## config.mk

```make
export PLATFORM = sky130hd
export DESIGN_NAME = bppl_dly
export DESIGN_NICKNAME = d
export VERILOG_FILES = /design/src/hdl/bppl_pkg.sv /design/src/hdl/bppl_dly.sv
export SDC_FILE = /design/constraint.sdc
export NUM_CORES = 1
export LEC_CHECK = 0
export BUFFER_PORTS_ARGS = -buffer_cell sky130_fd_sc_hd__buf_2
export CAP_MARGIN = 40
export CORE_AREA = 2 2 39 41
export CTS_CLUSTER_DIAMETER = 100
export DETAILED_ROUTE_END_ITERATION = 10
export DIE_AREA = 0 0 41 43
export GPL_TIMING_DRIVEN = 1
export PLACE_DENSITY = 0.72
export SYNTH_ARGS = -nofsm -noshare
export SYNTH_HDL_FRONTEND = slang
export SYNTH_SLANG_ARGS = --single-unit
```

## constraint.sdc

```tcl
create_clock -name clk -period 0.8 [get_ports clk]
set_input_delay 0.08 -clock clk [delete_from_list [all_inputs] [get_ports clk]]
set_output_delay 0.08 -clock clk [all_outputs]
set_load 0.05 [all_outputs]
```

## src/hdl/bppl_pkg.sv

```systemverilog
`timescale 1ns / 1ps
// ----------------------------------------------------------------------------
// bppl_pkg
// Shared widths, fixed-point constants, stage offsets and vector types of the
// Blinn-Phong point-light shader pipeline.
// ----------------------------------------------------------------------------
package bppl_pkg;

	// input packing
	localparam int COMPONENT_BITS_DEF = 16;
	localparam int WORD_W             = 48;
	localparam int CHAN_W             = 16;
	localparam int EXP_W              = 8;

	// fixed point
	localparam int Q_FRAC   = 14;
	localparam int ONE_Q14  = 16384;
	localparam int HALF_Q14 = 8192;
	localparam int UNIT_W   = 16;   // signed Q1.14 unit vector component
	localparam int DOT_W    = 15;   // unsigned 0..1.0 in Q.14
	localparam int IK_W     = 18;   // rounded intensity * coefficient

	// normalizer
	localparam int MAG_W    = 22;   // component magnitude after prescale
	localparam int NORM_BIT = 20;   // largest magnitude is lifted to this bit
	localparam int SH_W     = 5;
	localparam int LEN2_W   = 44;   // sum of squares
	localparam int ROOT_W   = 22;   // root bits, one per stage
	localparam int QUO_W    = 15;   // quotient bits, one per stage
	localparam int NUM_W    = 37;   // (mag << 14) + len/2

	localparam int NORM_LAT  = 5 + ROOT_W + 1 + QUO_W + 1;
	localparam int LIGHT_LAT = 5 + 2 * EXP_W;

	// global stage map
	localparam int STG_LE     = 1;
	localparam int STG_HS     = STG_LE + NORM_LAT;
	localparam int STG_H      = STG_HS + 1;
	localparam int STG_LIGHT  = STG_H + NORM_LAT;
	localparam int PIPE_DEPTH = STG_LIGHT + LIGHT_LAT;

	typedef logic [2:0][UNIT_W-1:0] uvec_t;

endpackage

```

## src/hdl/bppl_dly.sv

```systemverilog
`timescale 1ns / 1ps
// ----------------------------------------------------------------------------
// bppl_dly
// Stall-aware delay line that keeps side data aligned with the datapath.
// ----------------------------------------------------------------------------
module bppl_dly #(
	parameter int W     = 8,
	parameter int DEPTH = 2
) (
	input  logic             clk,
	input  logic [DEPTH-1:0] en,
	input  logic [W-1:0]     din,
	output logic [W-1:0]     dout
);
	import bppl_pkg::*;

	logic [W-1:0] tap_s [DEPTH];

	always_ff @(posedge clk) begin
		if (en[0]) begin
			tap_s[0] <= din;
		end
		for (int k = 1; k < DEPTH; k++) begin
			if (en[k]) begin
				tap_s[k] <= tap_s[k-1];
			end
		end
	end

	assign dout = tap_s[DEPTH-1];

endmodule

```

==> results.md <==
* Number of setup buffers added after CTS at 0
* Starting DRT DRC Count at 2
* Final wirelength at 543 microns
* Max Transition Viols Final at 0
* Unrepaired setup endpoints after global routing: yes
* Signed area change from the synthesized netlist to the final layout at 37.5%
* Worst setup skew after layout at roughly 2.4 ps
* Top library cells by usage in the layout, fill and taps aside: 16 x edfxtp_1, 10 x buf_2, 8 x dlygate4sd3_1, 8 x buf_6, 3 x clkbuf_4
* Post-Synthesis Mean Instance Area at ~23 sq um
* Data required time of the worst path at 720 ps
* Largest registers in the final layout: tap_s (16)
* Starting density of the core at 39.1%
* Arrival time at the worst endpoint at 830 ps
* Class of the tightest hold or removal check: in -> reg
* Largest incremental delay on the critical path at 390 ps
* Number of remaining DRC errors at 0
* Number of antenna cells inserted at 0
* Aggregate negative setup slack at -759 ps
* Last weighted congestion value of the routability-driven placer at 0.611
* Number of clock sinks at 16
* CORE AREA at between 1000 and 1500 sq um
* Dpl cell area at 591 sq um
* Biggest register: tap_s
* Maximum number of pins on one net before global-route repair at 9
* Total CTS buffers at 3
* Origin of the worst setup path: tap_s[0][11]$_DFFE_PP_
* Clock tree from TritonCTS: built
* Horiz. Die Dim at ~41 microns
* Via count of the first global-routing pass at 220
* Antenna violations before repair at 0
* Synthesis Warnings at 0
* Buffers added on ports at 18
* Number of vias per cell after detailed routing at 3.92
* Overall power consumption at 1.60 mW
* Final core occ at 53.7%
* Number of maximum-capacitance constraint violations at 0
* Clock root cell: clkbuf_4
* Minimum period implied by the final worst setup slack at 907 ps
* Cell area after synthesis at 541 sq um
* Outcome: complete, but fails checks
* Launching point of the worst reg2reg path: tap_s[0][3]$_DFFE_PP_
* Type of origin of the critical path: flop
* Post-layout worst setup margin at -107 ps
* Leading cell type in the layout, fill and taps excluded: edfxtp_1
* Layout fillers at 108
* Setup Viol. Count Final at 8
* Number of iterations in the first detailed-routing pass at 2
* Die Span Y at about 43 microns
* Maximum clock frequency at 1.10 GHz
* Cell-by-cell listing of the critical path: buf_6
* Cell family with the largest share of critical-path delay: flip-flops
* Wirelength per Cell at 8.90 microns
* Distinct cell type count of the synthesized netlist at 2
* Net count after synthesis at 35
* Total number of nets in the final design at 58
* Worst slew pin tran at approximately 170 ps
* Synthesized flop and latch total at 16
* Part of the cycle the worst path needs at 113%
* Flip-flop count of the largest register, all copies and words added at 16
* CP max FO at 1
* Number of I/O pins at 19
* Via count at 239
* Buffers plus inverters on the worst setup path at 1
* Worst vdd ir at 1.33 mV
* Clock latency on the worst-skew pair at 270 ps
* Power density over the cells at 2160 nW/um^2
* Max_slew headroom at 88.9%
* Worst Setup Path Type: reg -> out
* Number of rows created at floorplan at 14
* Remaining global-route overflow at 0
* Launch instance of the worst min-delay path: en[1]
* Cells after Synth at 24
* Minimum setup slack after placement at 148 ps
* Number of buffers between clock root and the deepest sink at 2
* Fraction of the yosys area taken by sequential cells at about nine tenths
* GRT Overall Usage at 8.35%
* Slowest library cell on the worst path: edfxtp_1
* Clock slew at the register clock pins of the worst setup and hold paths at 80 ps
* Share of final-layout standard cells stronger than drive strength 1 at 46.7%
* Count of H-tree levels built during CTS at 1
* Final number of hold-violating endpoints at 0
* Total Die Area at approximately 1800 sq um
* Nature of the critical path endpoint: output pin
* Failing checks: negative setup slack
* Global-route wire length before repair at about 830 microns
* Area of all placed cells without fillers at ~740 sq um
* Area taken by multi-input logic gates at 0 sq um
* Area taken by flip-flops and latches at 480 sq um
* Leakage power summed over all cells at between 0.2 and 0.3 nW
* Count of antenna-violating nets left after detailed routing at 0
* Multi-input combinational gate total at 0
-- power breakdown --
part	internal, mW	total, mW	switching (mW)
Clock	0.174	0.376	0.202
Combinational	0.0913	0.216	0.124
Sequential	0.993	1.01	0.0188
-- per-layer routing --
layer | track usage [%] | wire length (microns)
met5 | 0 | 0
met4 | 10.0 | 12
met3 | 4.71 | 56
met2 | 10.9 | 268
met1 | 7.69 | 205
-- per-stage QoR --
| step | hold slack, ps | std cells |
|---|---|---|
| floorplan | 179 | 24 |
| global placement | 257 | 50 |
| detailed placement | 258 | 50 |
| CTS | 133 | 61 |
| global route | 139 | 61 |
| finish | 137 | 61 |
-- logic make-up after synthesis --
| logic type | synth area share, % |
|---|---|
| buf+inv | 11.1 |
| flops | 88.9 |
-- worst paths after layout --
kind,to,slack [ps],cells past startpoint
hold / removal,tap_s[0][10]$_DFFE_PP_,140,1
setup / recovery,dout[3],-110,1
hold reg to reg,tap_s[0][12]$_DFFE_PP_,420,0
setup reg to reg,tap_s[0][11]$_DFFE_PP_,170,0
-- cell usage after synthesis, drive strengths merged --
cell type  count  share of area, %
buf            8                11
edfxtp        16                89
-- repair_timing --
| item | CTS | global route |
|---|---|---|
| endpoints found under the setup margin | 8 | 8 |
| hold buffers | 8 | 0 |
| hold endpoints to repair | 8 | 0 |
| resized for setup | 16 | 0 |
-- cell type report --
type / instances / area share [%]
well taps: 16 / 2.69
flip-flops and latches: 16 / 64.6
repair buffers: 26 / 29.6
clock buffers: 3 / 3.03
No activity file was read; power rests on OpenSTA's default activity.
