File: config.mk
export PLATFORM = sky130hd
export DESIGN_NAME = bppl_ctrl
export DESIGN_NICKNAME = d
export VERILOG_FILES = /design/src/hdl/bppl_pkg.sv /design/src/hdl/bppl_ctrl.sv
export SDC_FILE = /design/constraint.sdc
export NUM_CORES = 1
export LEC_CHECK = 0
export BUFFER_PORTS_ARGS = -buffer_cell sky130_fd_sc_hd__buf_2
export CAP_MARGIN = 20
export CORE_UTILIZATION = 40
export DETAILED_ROUTE_END_ITERATION = 6
export GPL_ROUTABILITY_DRIVEN = 0
export PLACE_DENSITY = 0.63
export SYNTH_ARGS = -nofsm -noshare
export SYNTH_HDL_FRONTEND = slang
export SYNTH_SLANG_ARGS = --single-unit
export TNS_END_PERCENT = 30
File: constraint.sdc
create_clock -name clk -period 2.28 [get_ports clk]
set_clock_uncertainty 0.1 [all_clocks]
set_input_delay 0.342 -clock clk [delete_from_list [all_inputs] [get_ports clk]]
set_output_delay 0.342 -clock clk [all_outputs]
set_load 0.02 [all_outputs]
File: src/hdl/bppl_pkg.sv
`timescale 1ns / 1ps
// ----------------------------------------------------------------------------
// bppl_pkg
// Shared widths, fixed-point constants, stage offsets and vector types of the
// Blinn-Phong point-light shader pipeline.
// ----------------------------------------------------------------------------
package bppl_pkg;

	// input packing
	localparam int COMPONENT_BITS_DEF = 16;
	localparam int WORD_W             = 48;
	localparam int CHAN_W             = 16;
	localparam int EXP_W              = 8;

	// fixed point
	localparam int Q_FRAC   = 14;
	localparam int ONE_Q14  = 16384;
	localparam int HALF_Q14 = 8192;
	localparam int UNIT_W   = 16;   // signed Q1.14 unit vector component
	localparam int DOT_W    = 15;   // unsigned 0..1.0 in Q.14
	localparam int IK_W     = 18;   // rounded intensity * coefficient

	// normalizer
	localparam int MAG_W    = 22;   // component magnitude after prescale
	localparam int NORM_BIT = 20;   // largest magnitude is lifted to this bit
	localparam int SH_W     = 5;
	localparam int LEN2_W   = 44;   // sum of squares
	localparam int ROOT_W   = 22;   // root bits, one per stage
	localparam int QUO_W    = 15;   // quotient bits, one per stage
	localparam int NUM_W    = 37;   // (mag << 14) + len/2

	localparam int NORM_LAT  = 5 + ROOT_W + 1 + QUO_W + 1;
	localparam int LIGHT_LAT = 5 + 2 * EXP_W;

	// global stage map
	localparam int STG_LE     = 1;
	localparam int STG_HS     = STG_LE + NORM_LAT;
	localparam int STG_H      = STG_HS + 1;
	localparam int STG_LIGHT  = STG_H + NORM_LAT;
	localparam int PIPE_DEPTH = STG_LIGHT + LIGHT_LAT;

	typedef logic [2:0][UNIT_W-1:0] uvec_t;

endpackage

File: src/hdl/bppl_ctrl.sv
`timescale 1ns / 1ps
// ----------------------------------------------------------------------------
// bppl_ctrl
// Valid bits of every pipeline stage and the per-stage load enables; a stage
// loads whenever it is empty or the stage after it moves.
// ----------------------------------------------------------------------------
module bppl_ctrl #(
	parameter int DEPTH = bppl_pkg::PIPE_DEPTH
) (
	input  logic             clk,
	input  logic             arst_n,
	input  logic             in_valid,
	output logic             in_ready,
	output logic             out_valid,
	input  logic             out_ready,
	output logic [DEPTH-1:0] en
);
	import bppl_pkg::*;

	logic [DEPTH-1:0] valid_q;

	for (genvar k = 0; k < DEPTH; k++) begin : g_en
		if (k == DEPTH - 1) begin : g_last
			assign en[k] = ~valid_q[k] | out_ready;
		end else begin : g_mid
			assign en[k] = ~valid_q[k] | en[k+1];
		end
	end

	always_ff @(posedge clk or negedge arst_n) begin
		if (!arst_n) begin
			valid_q <= '0;
		end else begin
			valid_q <= (valid_q & ~en) | ({valid_q[DEPTH-2:0], in_valid} & en);
		end
	end

	assign in_ready  = en[0];
	assign out_valid = valid_q[DEPTH-1];

	// a stage may only hold while it carries a transaction
	a_hold_full: assert property (@(posedge clk) disable iff (!arst_n)
		(~en & ~valid_q) == '0)
		else $error("stage held while empty");

	// a free output frees the whole pipeline
	a_ready_flow: assert property (@(posedge clk) disable iff (!arst_n)
		out_ready |-> in_ready)
		else $error("input stalled with output free");

	// transactions in flight are neither lost nor duplicated
	a_count: assert property (@(posedge clk) disable iff (!arst_n)
		1'b1 |=> $countones(valid_q) == $past($countones(valid_q))
			+ $past(int'(in_valid && in_ready)) - $past(int'(out_valid && out_ready)))
		else $error("transaction count mismatch");

endmodule

==> key figures, run 1 <==
Run status
  • Status: complete, but fails checks
  • Violated checks: negative setup slack

Critical path
  • CP Buf/Inv Count: 5
  • CP Capture Type: output pin
  • Worst path slowest cell: dfrtp_1
  • Crit-path cells: nand3b_4, nor2_4, inv_4, nor4b_4, and3_4, inv_8, nor3b_4, buf_4, buf_16, nand3_2, buf_2
  • Setup crit start kind: flop
  • CP peak stage delay: 0.39 ns
  • Arr. time, crit path: 2.38 ns
  • Worst path required time: 1.84 ns
  • Critical path class: reg -> out
  • Critical path's top delay family: simple AND/OR/NAND/NOR gates
  • Worst-path fanout max: 7

Placement
  • Detailed Place HPWL: 8783 um
  • Port Buffers: 116
  • DP Cell Count: 810
  • DP Area: around 6600 um2
  • Place WS: -0.3688 ns

Die
  • Initial Utilization: 41.28%
  • Die Width: 113.8 um
  • Core area: 12,110 um2
  • Die area: approximately 13,000 um2
  • Placement Rows: 40
  • Top Ports: 117
  • Die Span Y: 113.8 um

GRT
  • First-pass GRT wire length: about 20,000 um
  • Vias in the first global route: 4,251
  • Gr usage total: 19.83%
  • Total grt overflow: 0
  • Initial antenna violation count: 0
  • Largest net degree at the start of global routing: slightly below 50

Routing
  • DR vias/cell: ~5.2
  • DR vias: roughly 4,400
  • Drc violations: 0
  • Initial drt markers: 185
  • Routed wire length: 12,440 um
  • Post-DRT Antenna Nets: 0
  • Routed WL per cell: 14.82 um
  • Drt pass-1 iters: 4

Power
  • Lkg Pwr: 3.618 nW
  • PD cells: about 550 nW/um2
  • Peak supply drop: 373.0 uV

Synth
  • Synth Warn #: 0
  • Post-Syn Area: 5000 um2
  • Syn Nets: 466
  • Avg Synthesized Cell Area: 10.82 um2
  • Mapped Cells: 462
  • Post-synth cell types: 33
  • Yosys reg bits: 111
  • Post-synthesis sequential area ratio: 55.56%

STA
  • Max Slew Vio Count: 0
  • Period utilization: 123.7%
  • Worst slew pin tran: 0.5154 ns
  • Min setup slack post-route: -0.5409 ns
  • Slew headroom: 65.64%
  • Count of final hold-check violations: 0
  • Min cycle time layout: 2.821 ns
  • Setup violators final: 100
  • Fmax: 0.3545 GHz
  • Unrepaired setup endpoints after global routing: true
  • TNS Setup: -39.06 ns

Finish
  • Area added between synthesis and finish: 43.79%
  • N_diodes: 0
  • Core Util, Final: 59.36%
  • Layout cells sized above 1: a little under half
  • Area of the multi-input gates: approximately 2200 um2
  • Fillcell total: 1,062
  • Finished Cell Area: between 7000 and 8000 um2
  • Nets: 670
  • Post-Layout Cell Count: roughly 840
  • Reg area: ~2800 um2

Worst hold path
  • Hold crit path type: in -> reg

Clock network
  • Clock slew at reported path FFs: about 0.080 ns
  • CTS Buf Count: 9
  • Root buffer cell: clkbuf_16
  • Clock Latency Late Sink: around 0.36 ns
  • Clock sinks: approximately 110
  • CTS tree: built
  • H-tree levels: 3
  • Clock buffer depth: 2

Job
  • Max-Cap Viols: 0
[worst paths after layout]
kind / cells after the start / from / end / slack, ns
worst max-delay path: 11 / flop / en[34] / -0.54
worst min-delay path: 2 / in_valid / flop / 0.08
worst max register to register: 13 / flop / flop / -0.03
worst min register to register: 1 / flop / flop / 0.36
max in group asynchronous: 3 / arst_n / asynchronous set/reset pin / 1.09
min in group asynchronous: 2 / arst_n / asynchronous set/reset pin / 0.36
[where the power goes]
part           leakage, nW  internal (mW)  switching (mW)
clock network        0.158           1.02           0.724
registers             1.43           2.01          0.0343
logic                 2.03         0.0626          0.0773
[synth_stat cells]
| cell | instances | share of area (%) |
|---|---|---|
| a21o_1 | 15 | 2.3 |
| a31o_2 | 26 | 4.6 |
| a41o_1 | 21 | 4.2 |
| and2_1 | 13 | 1.6 |
| and2_2 | 1 | 0.15 |
| and3_1 | 24 | 3.0 |
| and4_1 | 9 | 1.6 |
| buf_1 | 3 | 0.23 |
| buf_2 | 13 | 1.3 |
| buf_4 | 4 | 0.60 |
| clkbuf_1 | 7 | 0.53 |
| clkbuf_2 | 2 | 0.20 |
| dfrtp_1 | 111 | 56 |
| inv_1 | 13 | 0.98 |
| inv_2 | 2 | 0.15 |
| inv_4 | 1 | 0.13 |
| nand2_1 | 40 | 3.0 |
| nand2b_1 | 38 | 4.8 |
| nand3_1 | 45 | 4.5 |
| nand3b_1 | 1 | 0.15 |
| nand3b_4 | 1 | 0.40 |
| nand4_1 | 37 | 4.6 |
| nand4b_1 | 2 | 0.35 |
| nor2_1 | 9 | 0.68 |
| nor2_2 | 1 | 0.13 |
| nor3_1 | 3 | 0.30 |
| nor3_4 | 1 | 0.33 |
| nor3b_4 | 1 | 0.38 |
| nor4_1 | 3 | 0.38 |
| nor4_2 | 1 | 0.25 |
| nor4_4 | 1 | 0.43 |
| nor4b_4 | 2 | 0.95 |
| or2_2 | 11 | 1.4 |
[logic make-up after synthesis]
family                 after synthesis  share of synthesized area (%)
DFF                                111                          55.56
buffers and inverters               45                          4.104
AOI/OAI and AO/OA                   62                          11.01
and+or+nand+nor                    244                          29.33
[per-stage QoR]
step	power (mW)	hold slack, ns
after floorplan	2.142	-0.05359
after global placement	2.220	0.2116
after detailed placement	2.226	0.2148
after CTS	3.984	0.06769
after global routing	4.066	0.08010
final	3.933	0.07997
[layout by cell type, fill, tap and decap left out, types with 3 or more instances in the layout]
master / Yosys / layout
dfrtp_1: 111 / 110
buf_2: 13 / 106
buf_4: 4 / 95
nand2b_1: 38 / 38
nand4_1: 37 / 37
nand2_1: 40 / 34
nand3_1: 45 / 34
a31o_2: 26 / 26
and3_1: 24 / 23
a41o_1: 21 / 21
a21o_1: 15 / 15
and2_1: 13 / 13
inv_1: 13 / 12
or2_2: 11 / 10
buf_6: 0 / 10
clkbuf_16: 0 / 9
and4_1: 9 / 7
buf_12: 0 / 7
nand3_4: 0 / 6
nor2_1: 9 / 5
nand3_2: 0 / 5
nand2_4: 0 / 4
nor2_2: 1 / 3
buf_16: 0 / 3
[cell type report]
class	count	area share, %
well taps	168	2.924
clock inverters	5	1.114
inverters	16	0.9746
flip-flops and latches	111	38.65
repair buffers	222	22.10
clock buffers	11	3.515
multi-input cells	306	30.72
[layer usage]
| metal | vias to the layer above | part of all wire, % | global-route usage, % |
|---|---|---|---|
| met1 | 2183 | 46 | 25.88 |
| met2 | 96 | 49 | 32.56 |
| met4 | 0 | 1.3 | 7.879 |
| met3 | 11 | 4.2 | 3.879 |
| li1 | 2094 | - | - |
| met5 | - | 0 | 0 |
[repair_timing]
action	CTS	global route
cloned	3	0
hold buffers	1	0
buffers inserted	7	4
resized for setup	22	17
endpoints found under the hold margin	28	0
setup endpoints to repair	106	125
pin swaps	6	12
Power figures use the tool's default switching activity.
==> run 2, diff against run 1 <==
--- a/config.mk
+++ b/config.mk
@@ -7,10 +7,11 @@
 export LEC_CHECK = 0
 export BUFFER_PORTS_ARGS = -buffer_cell sky130_fd_sc_hd__buf_2
 export CAP_MARGIN = 20
+export CORE_MARGIN = 2
 export CORE_UTILIZATION = 40
 export DETAILED_ROUTE_END_ITERATION = 6
 export GPL_ROUTABILITY_DRIVEN = 0
-export PLACE_DENSITY = 0.63
+export PLACE_DENSITY = 0.6
 export SYNTH_ARGS = -nofsm -noshare
 export SYNTH_HDL_FRONTEND = slang
 export SYNTH_SLANG_ARGS = --single-unit
==> constraint.sdc (replaced) <==
create_clock -name clk -period 2.9 [get_ports clk]
set_clock_uncertainty 0.1 [all_clocks]
set_input_delay 0.435 -clock clk [delete_from_list [all_inputs] [get_ports clk]]
set_output_delay 0.435 -clock clk [all_outputs]
set_load 0.02 [all_outputs]
==> key figures, run 2 (same netlist as run 1, synthesis figures left out) <==
Finish
  • Most common cell after layout, fill and taps aside: buf_2
  • Finished Cell Area: 6578 um2
  • N_diodes: 0
  • Area of the multi-input gates: 2107 um2
  • Fillcell total: 1,099
  • Area added between synthesis and finish: 31.56%
  • Reg area: 2786 um2
  • Commonest cells after routing, fill and taps aside: buf_2, dfrtp_1, nand3_1
  • Layout cells sized above 1: 40.10%
  • Core Util, Final: 54.31%
  • Nets: 605

Routing
  • DR vias: 4,099
  • Routed wire length: roughly 12,000 um
  • Met3 WL: 778 um
  • Drt pass-1 iters: 4
  • M1 WL: 5696 um
  • Drc violations: 0
  • DR vias/cell: 5.296
  • Top Metal Used: met4
  • WL met2: 5509 um
  • Initial drt markers: 267
  • Post-DRT Antenna Nets: 0
  • Routed WL per cell: 15.61 um

Clock network
  • CTS tree: built
  • CTS Buf Count: 9
  • Clock Latency Late Sink: 0.35 ns
  • Root buffer cell: clkbuf_16
  • Clock slew at reported path FFs: around 0.070 ns
  • Clock sinks: between 100 and 150
  • H-tree levels: 3
  • CTS Hold Bufs: 0
  • Clock buffer depth: 2

GRT
  • Largest net degree at the start of global routing: 50
  • Gr usage total: between 10% and 20%
  • Vias in the first global route: 3,807
  • Total grt overflow: 0
  • Initial antenna violation count: 0
  • First-pass GRT wire length: 19,130 um

STA
  • Unrepaired setup endpoints after global routing: true
  • Hold WS: -0.006459 ns
  • Worst slew pin tran: 0.6239 ns
  • Max Slew Vio Count: 0
  • Fmax: 0.3420 GHz
  • Min cycle time layout: a little under 3 ns
  • Min setup slack post-route: -0.02432 ns
  • TNS Setup: -0.1302 ns
  • Count of final hold-check violations: 3
  • Slew headroom: roughly three fifths
  • Setup violators final: 9
  • Period utilization: 100.8%

Placement
  • DP Area: 5863 um2
  • Detailed Place HPWL: 8022 um
  • Place WS: 0.1010 ns
  • Port Buffers: ~120

Critical path
  • Setup crit start kind: flop
  • Critical path class: reg -> out
  • Worst-path fanout max: 6
  • Arr. time, crit path: about 2.4 ns
  • R2r worst-path depth: 11
  • Worst reg2reg setup slack: 0.59 ns
  • CP peak stage delay: 0.39 ns
  • CP Capture Type: output pin
  • Worst path slowest cell: dfrtp_2
  • Crit-path cells: nand3b_4, nor2_4, inv_2, nor4b_4, and3_4, inv_6, nor3b_4, buf_4, clkbuf_16, nand3_1, buf_2
  • Worst path required time: 2.37 ns

Die
  • Top Ports: 117
  • Core area: between 10,000 and 15,000 um2
  • Placement Rows: 40
  • Die Width: around 120 um
  • Initial Utilization: 41.28%
  • Die area: 13,410 um2
  • Die Span Y: 115.8 um

Power
  • Power Total: 3.124 mW
  • Lkg Pwr: 3.224 nW
  • PD cells: ~470 nW/um2
  • Peak supply drop: 372.8 uV

Job
  • Max-Cap Viols: 0

Run status
  • Status: complete, but fails checks
  • Violated checks: negative hold slack, negative setup slack

Worst hold path
  • Hold crit path type: in -> async
## run 2: cell count changes in the layout (fill, tap and decap cells not counted), moves of 3 or more
cell	previous run	this run
buf_2	106	109
nand2_1	34	38
nand2_4	4	1
nand3_1	34	40
buf_6	10	7
dfrtp_2	1	7
nor2_2	3	0
nor2_1	5	9
dfrtp_1	110	104
nand3_4	6	1
buf_12	7	3
buf_4	95	33
clkbuf_16	9	13
## run 2: metrics by stage
| stage | hold slack [ns] | std cells |
|---|---|---|
| after global placement | 0.3321 | 740 |
| final | -0.006459 | 774 |
| after CTS | 0.01116 | 757 |
| after detailed placement | 0.3407 | 740 |
| after global routing | 0.03641 | 774 |
| after floorplan | 0.03941 | 462 |
## run 2: layer usage
metal / track usage (%) / vias up
li1: - / 1971
met4: 4.127 / 0
met2: 27.37 / 110
met1: 25.22 / 2012
met5: 0 / -
met3: 6.172 / 6
## run 2: area by class of cell
cell class | instances | area share [%]
Timing Repair Buffer | 157 | 16.11
Tap cell | 168 | 3.196
Clock buffer | 10 | 3.633
Multi-Input combinational cell | 306 | 32.03
Clock inverter | 6 | 1.636
Inverter | 16 | 1.027
Sequential cell | 111 | 42.36
## run 2: worst max-delay path, delay by kind of cell, from the launching register on
kind,cells,cell delay (ns)
flops,1,0.39
buf+inv,5,0.58
simple gates,6,1.07
## run 2: worst max-delay path by stage
stage                    from  endpoint  slack (ns)  cells past startpoint
finish                   flop    en[39]       -0.02                     11
detailed placement  out_ready    en[36]        0.10                     11
global placement    out_ready    en[36]        0.15                     11
global route             flop    en[36]       -0.15                     11
floorplan           out_ready     en[0]        0.02                     11
CTS                      flop    en[36]       -0.04                      8
## run 2: report_power, final
| group | switching [mW] | internal, mW |
|---|---|---|
| Clock | 0.557 | 0.865 |
| Sequential | 0.0319 | 1.58 |
| Combinational | 0.0496 | 0.0377 |
## run 2: what timing repair did
| item | CTS | global route |
|---|---|---|
| buffers inserted | 0 | 13 |
| pin swaps | 5 | 10 |
| resized for setup | 7 | 35 |
| endpoints found under the hold margin | 0 | 0 |
| endpoints found under the setup margin | 47 | 74 |
| gates cloned | 1 | 4 |
==> run 3, diff against run 2 <==
--- a/config.mk
+++ b/config.mk
@@ -8,10 +8,11 @@
 export BUFFER_PORTS_ARGS = -buffer_cell sky130_fd_sc_hd__buf_2
 export CAP_MARGIN = 20
 export CORE_MARGIN = 2
-export CORE_UTILIZATION = 40
+export CORE_UTILIZATION = 54
 export DETAILED_ROUTE_END_ITERATION = 6
 export GPL_ROUTABILITY_DRIVEN = 0
-export PLACE_DENSITY = 0.6
+export PLACE_DENSITY = 0.78
+export SKIP_LAST_GASP = 1
 export SYNTH_ARGS = -nofsm -noshare
 export SYNTH_HDL_FRONTEND = slang
 export SYNTH_SLANG_ARGS = --single-unit
==> key figures, run 3 (same netlist as run 1, synthesis figures left out) <==
STA
  • Count of final hold-check violations: 10
  • Max Slew Vio Count: 0
  • Fmax: 0.3425 GHz
  • TNS Setup: -0.05933 ns
  • Setup violators final: 5
  • Min cycle time layout: 2.920 ns
  • Min setup slack post-route: -0.01990 ns
  • Hold WS: -0.02193 ns
  • Slew headroom: 56.91%
  • Worst slew pin tran: 0.6464 ns
  • Period utilization: 100.7%
  • Unrepaired setup endpoints after global routing: true

GRT
  • Total grt overflow: 0
  • Initial antenna violation count: 0
  • Vias in the first global route: 3,744
  • First-pass GRT wire length: 17,550 um
  • Gr usage total: 21.73%
  • Largest net degree at the start of global routing: 55

Critical path
  • Setup crit start kind: flop
  • Worst reg2reg setup slack: 0.49 ns
  • Critical path class: reg -> out
  • Arr. time, crit path: 2.38 ns
  • R2r worst-path depth: 11
  • CP Capture Type: output pin
  • Worst path required time: 2.37 ns
  • Worst-path fanout max: 16

Die
  • Die Span Y: 100.2 um
  • Initial Utilization: 54.89%
  • Core area: 9109 um2
  • Die Width: around 100 um
  • Die area: 10,050 um2
  • Top Ports: 117
  • Placement Rows: 35

Placement
  • Detailed Place HPWL: 7497 um
  • Place WS: 0.03164 ns
  • DP Cell Count: 681
  • DP Area: 5763 um2
  • Port Buffers: 116

Routing
  • DR vias: 4,087
  • Initial drt markers: between 200 and 250
  • Post-DRT Antenna Nets: 0
  • DR vias/cell: 5.748
  • Drc violations: 0
  • Drt pass-1 iters: 4
  • Routed WL per cell: between 15 and 20 um
  • Routed wire length: roughly 11,000 um

Clock network
  • H-tree levels: 3
  • Root buffer cell: clkbuf_8
  • Clock slew at reported path FFs: 0.10 ns
  • Clock buffer depth: 2
  • CTS tree: built
  • Clock Latency Late Sink: 0.36 ns
  • Clock sinks: 111
  • CTS Buf Count: 9

Job
  • Max-Cap Viols: 0

Run status
  • Status: complete, but fails checks
  • Violated checks: negative hold slack, negative setup slack

Finish
  • Finished Cell Area: ~6200 um2
  • Post-Layout Cell Count: 711
  • Commonest cells after routing, fill and taps aside: dfrtp_1, buf_2, nand3_1
  • Layout cells sized above 1: approximately two fifths
  • Nets: 599
  • N_diodes: 0
  • Area added between synthesis and finish: 24.72%

Power
  • Peak supply drop: 277.2 uV
  • PD cells: just over 400 nW/um2
  • Lkg Pwr: 3.094 nW

Worst hold path
  • Hold crit path type: in -> async
run 3: cell types whose count changed in the layout (fill, tap and decap cells not counted), sizes merged:
cell,before,now
buf,153,147
bufbuf,0,1
bufinv,3,0
clkbuf,14,12
clkinv,2,4
inv,16,18
run 3: cell type report:
class / instances / area [um2]
Fill cell: 714 / 2873
Multi-Input combinational cell: 306 / 2085
Clock inverter: 7 / 56.30
Sequential cell: 111 / 2781
Timing Repair Buffer: 151 / 988.4
Inverter: 16 / 62.56
Tap cell: 111 / 138.9
Clock buffer: 9 / 123.9
run 3: how the worst max path moves through the flow:
| stage | from | end | slack [ns] | cells past startpoint |
|---|---|---|---|---|
| after floorplan | out_ready | en[0] | 0.02 | 11 |
| after global placement | out_ready | en[36] | 0.12 | 11 |
| after detailed placement | out_ready | en[38] | 0.03 | 11 |
| after CTS | flop | en[25] | -0.04 | 9 |
| after global routing | flop | en[31] | -0.17 | 10 |
| final | flop | en[33] | -0.02 | 10 |
run 3: what timing repair did:
action,CTS,global route
pin swaps,7,3
cloned,1,3
endpoints found under the setup margin,64,75
setup buffers,5,5
resized for setup,5,27
hold buffers,0,0
hold endpoints to repair,0,0
run 3: where the power goes:
part / leakage (nW) / switching (mW) / internal [mW] / total, mW
registers: 1.43 / 0.0316 / 1.58 / 1.61
logic: 1.57 / 0.0487 / 0.0379 / 0.0866
clock network: 0.0902 / 0.541 / 0.322 / 0.863
total: 3.09 / 0.621 / 1.94 / 2.56
run 3: routing by layer:
metal / routed length (um) / vias to the layer above / GRT usage (%)
li1: - / 1955 / -
met1: 5106 / 2026 / 29.83
met2: 5635 / 98 / 35.42
met3: 576 / 8 / 5.014
met4: 112 / 0 / 5.163
met5: 0 / - / 0
run 3: per-stage QoR:
step	power, mW	util [%]
global placement	1.727	63.27
detailed placement	1.731	63.27
CTS	2.599	66.21
global route	2.668	68.46
finish	2.564	68.46
floorplan	1.681	-
run 3: critical path: stages (launching register included):
cell and delay (ns):
dfrtp_2 0.41, nand3b_4 0.10, nor2_4 0.10, inv_2 0.06, nor4b_4 0.34, and3_4 0.28, inv_4 0.06, nor3b_4 0.23
buf_12 0.18, nand4_1 0.10, buf_2 0.17
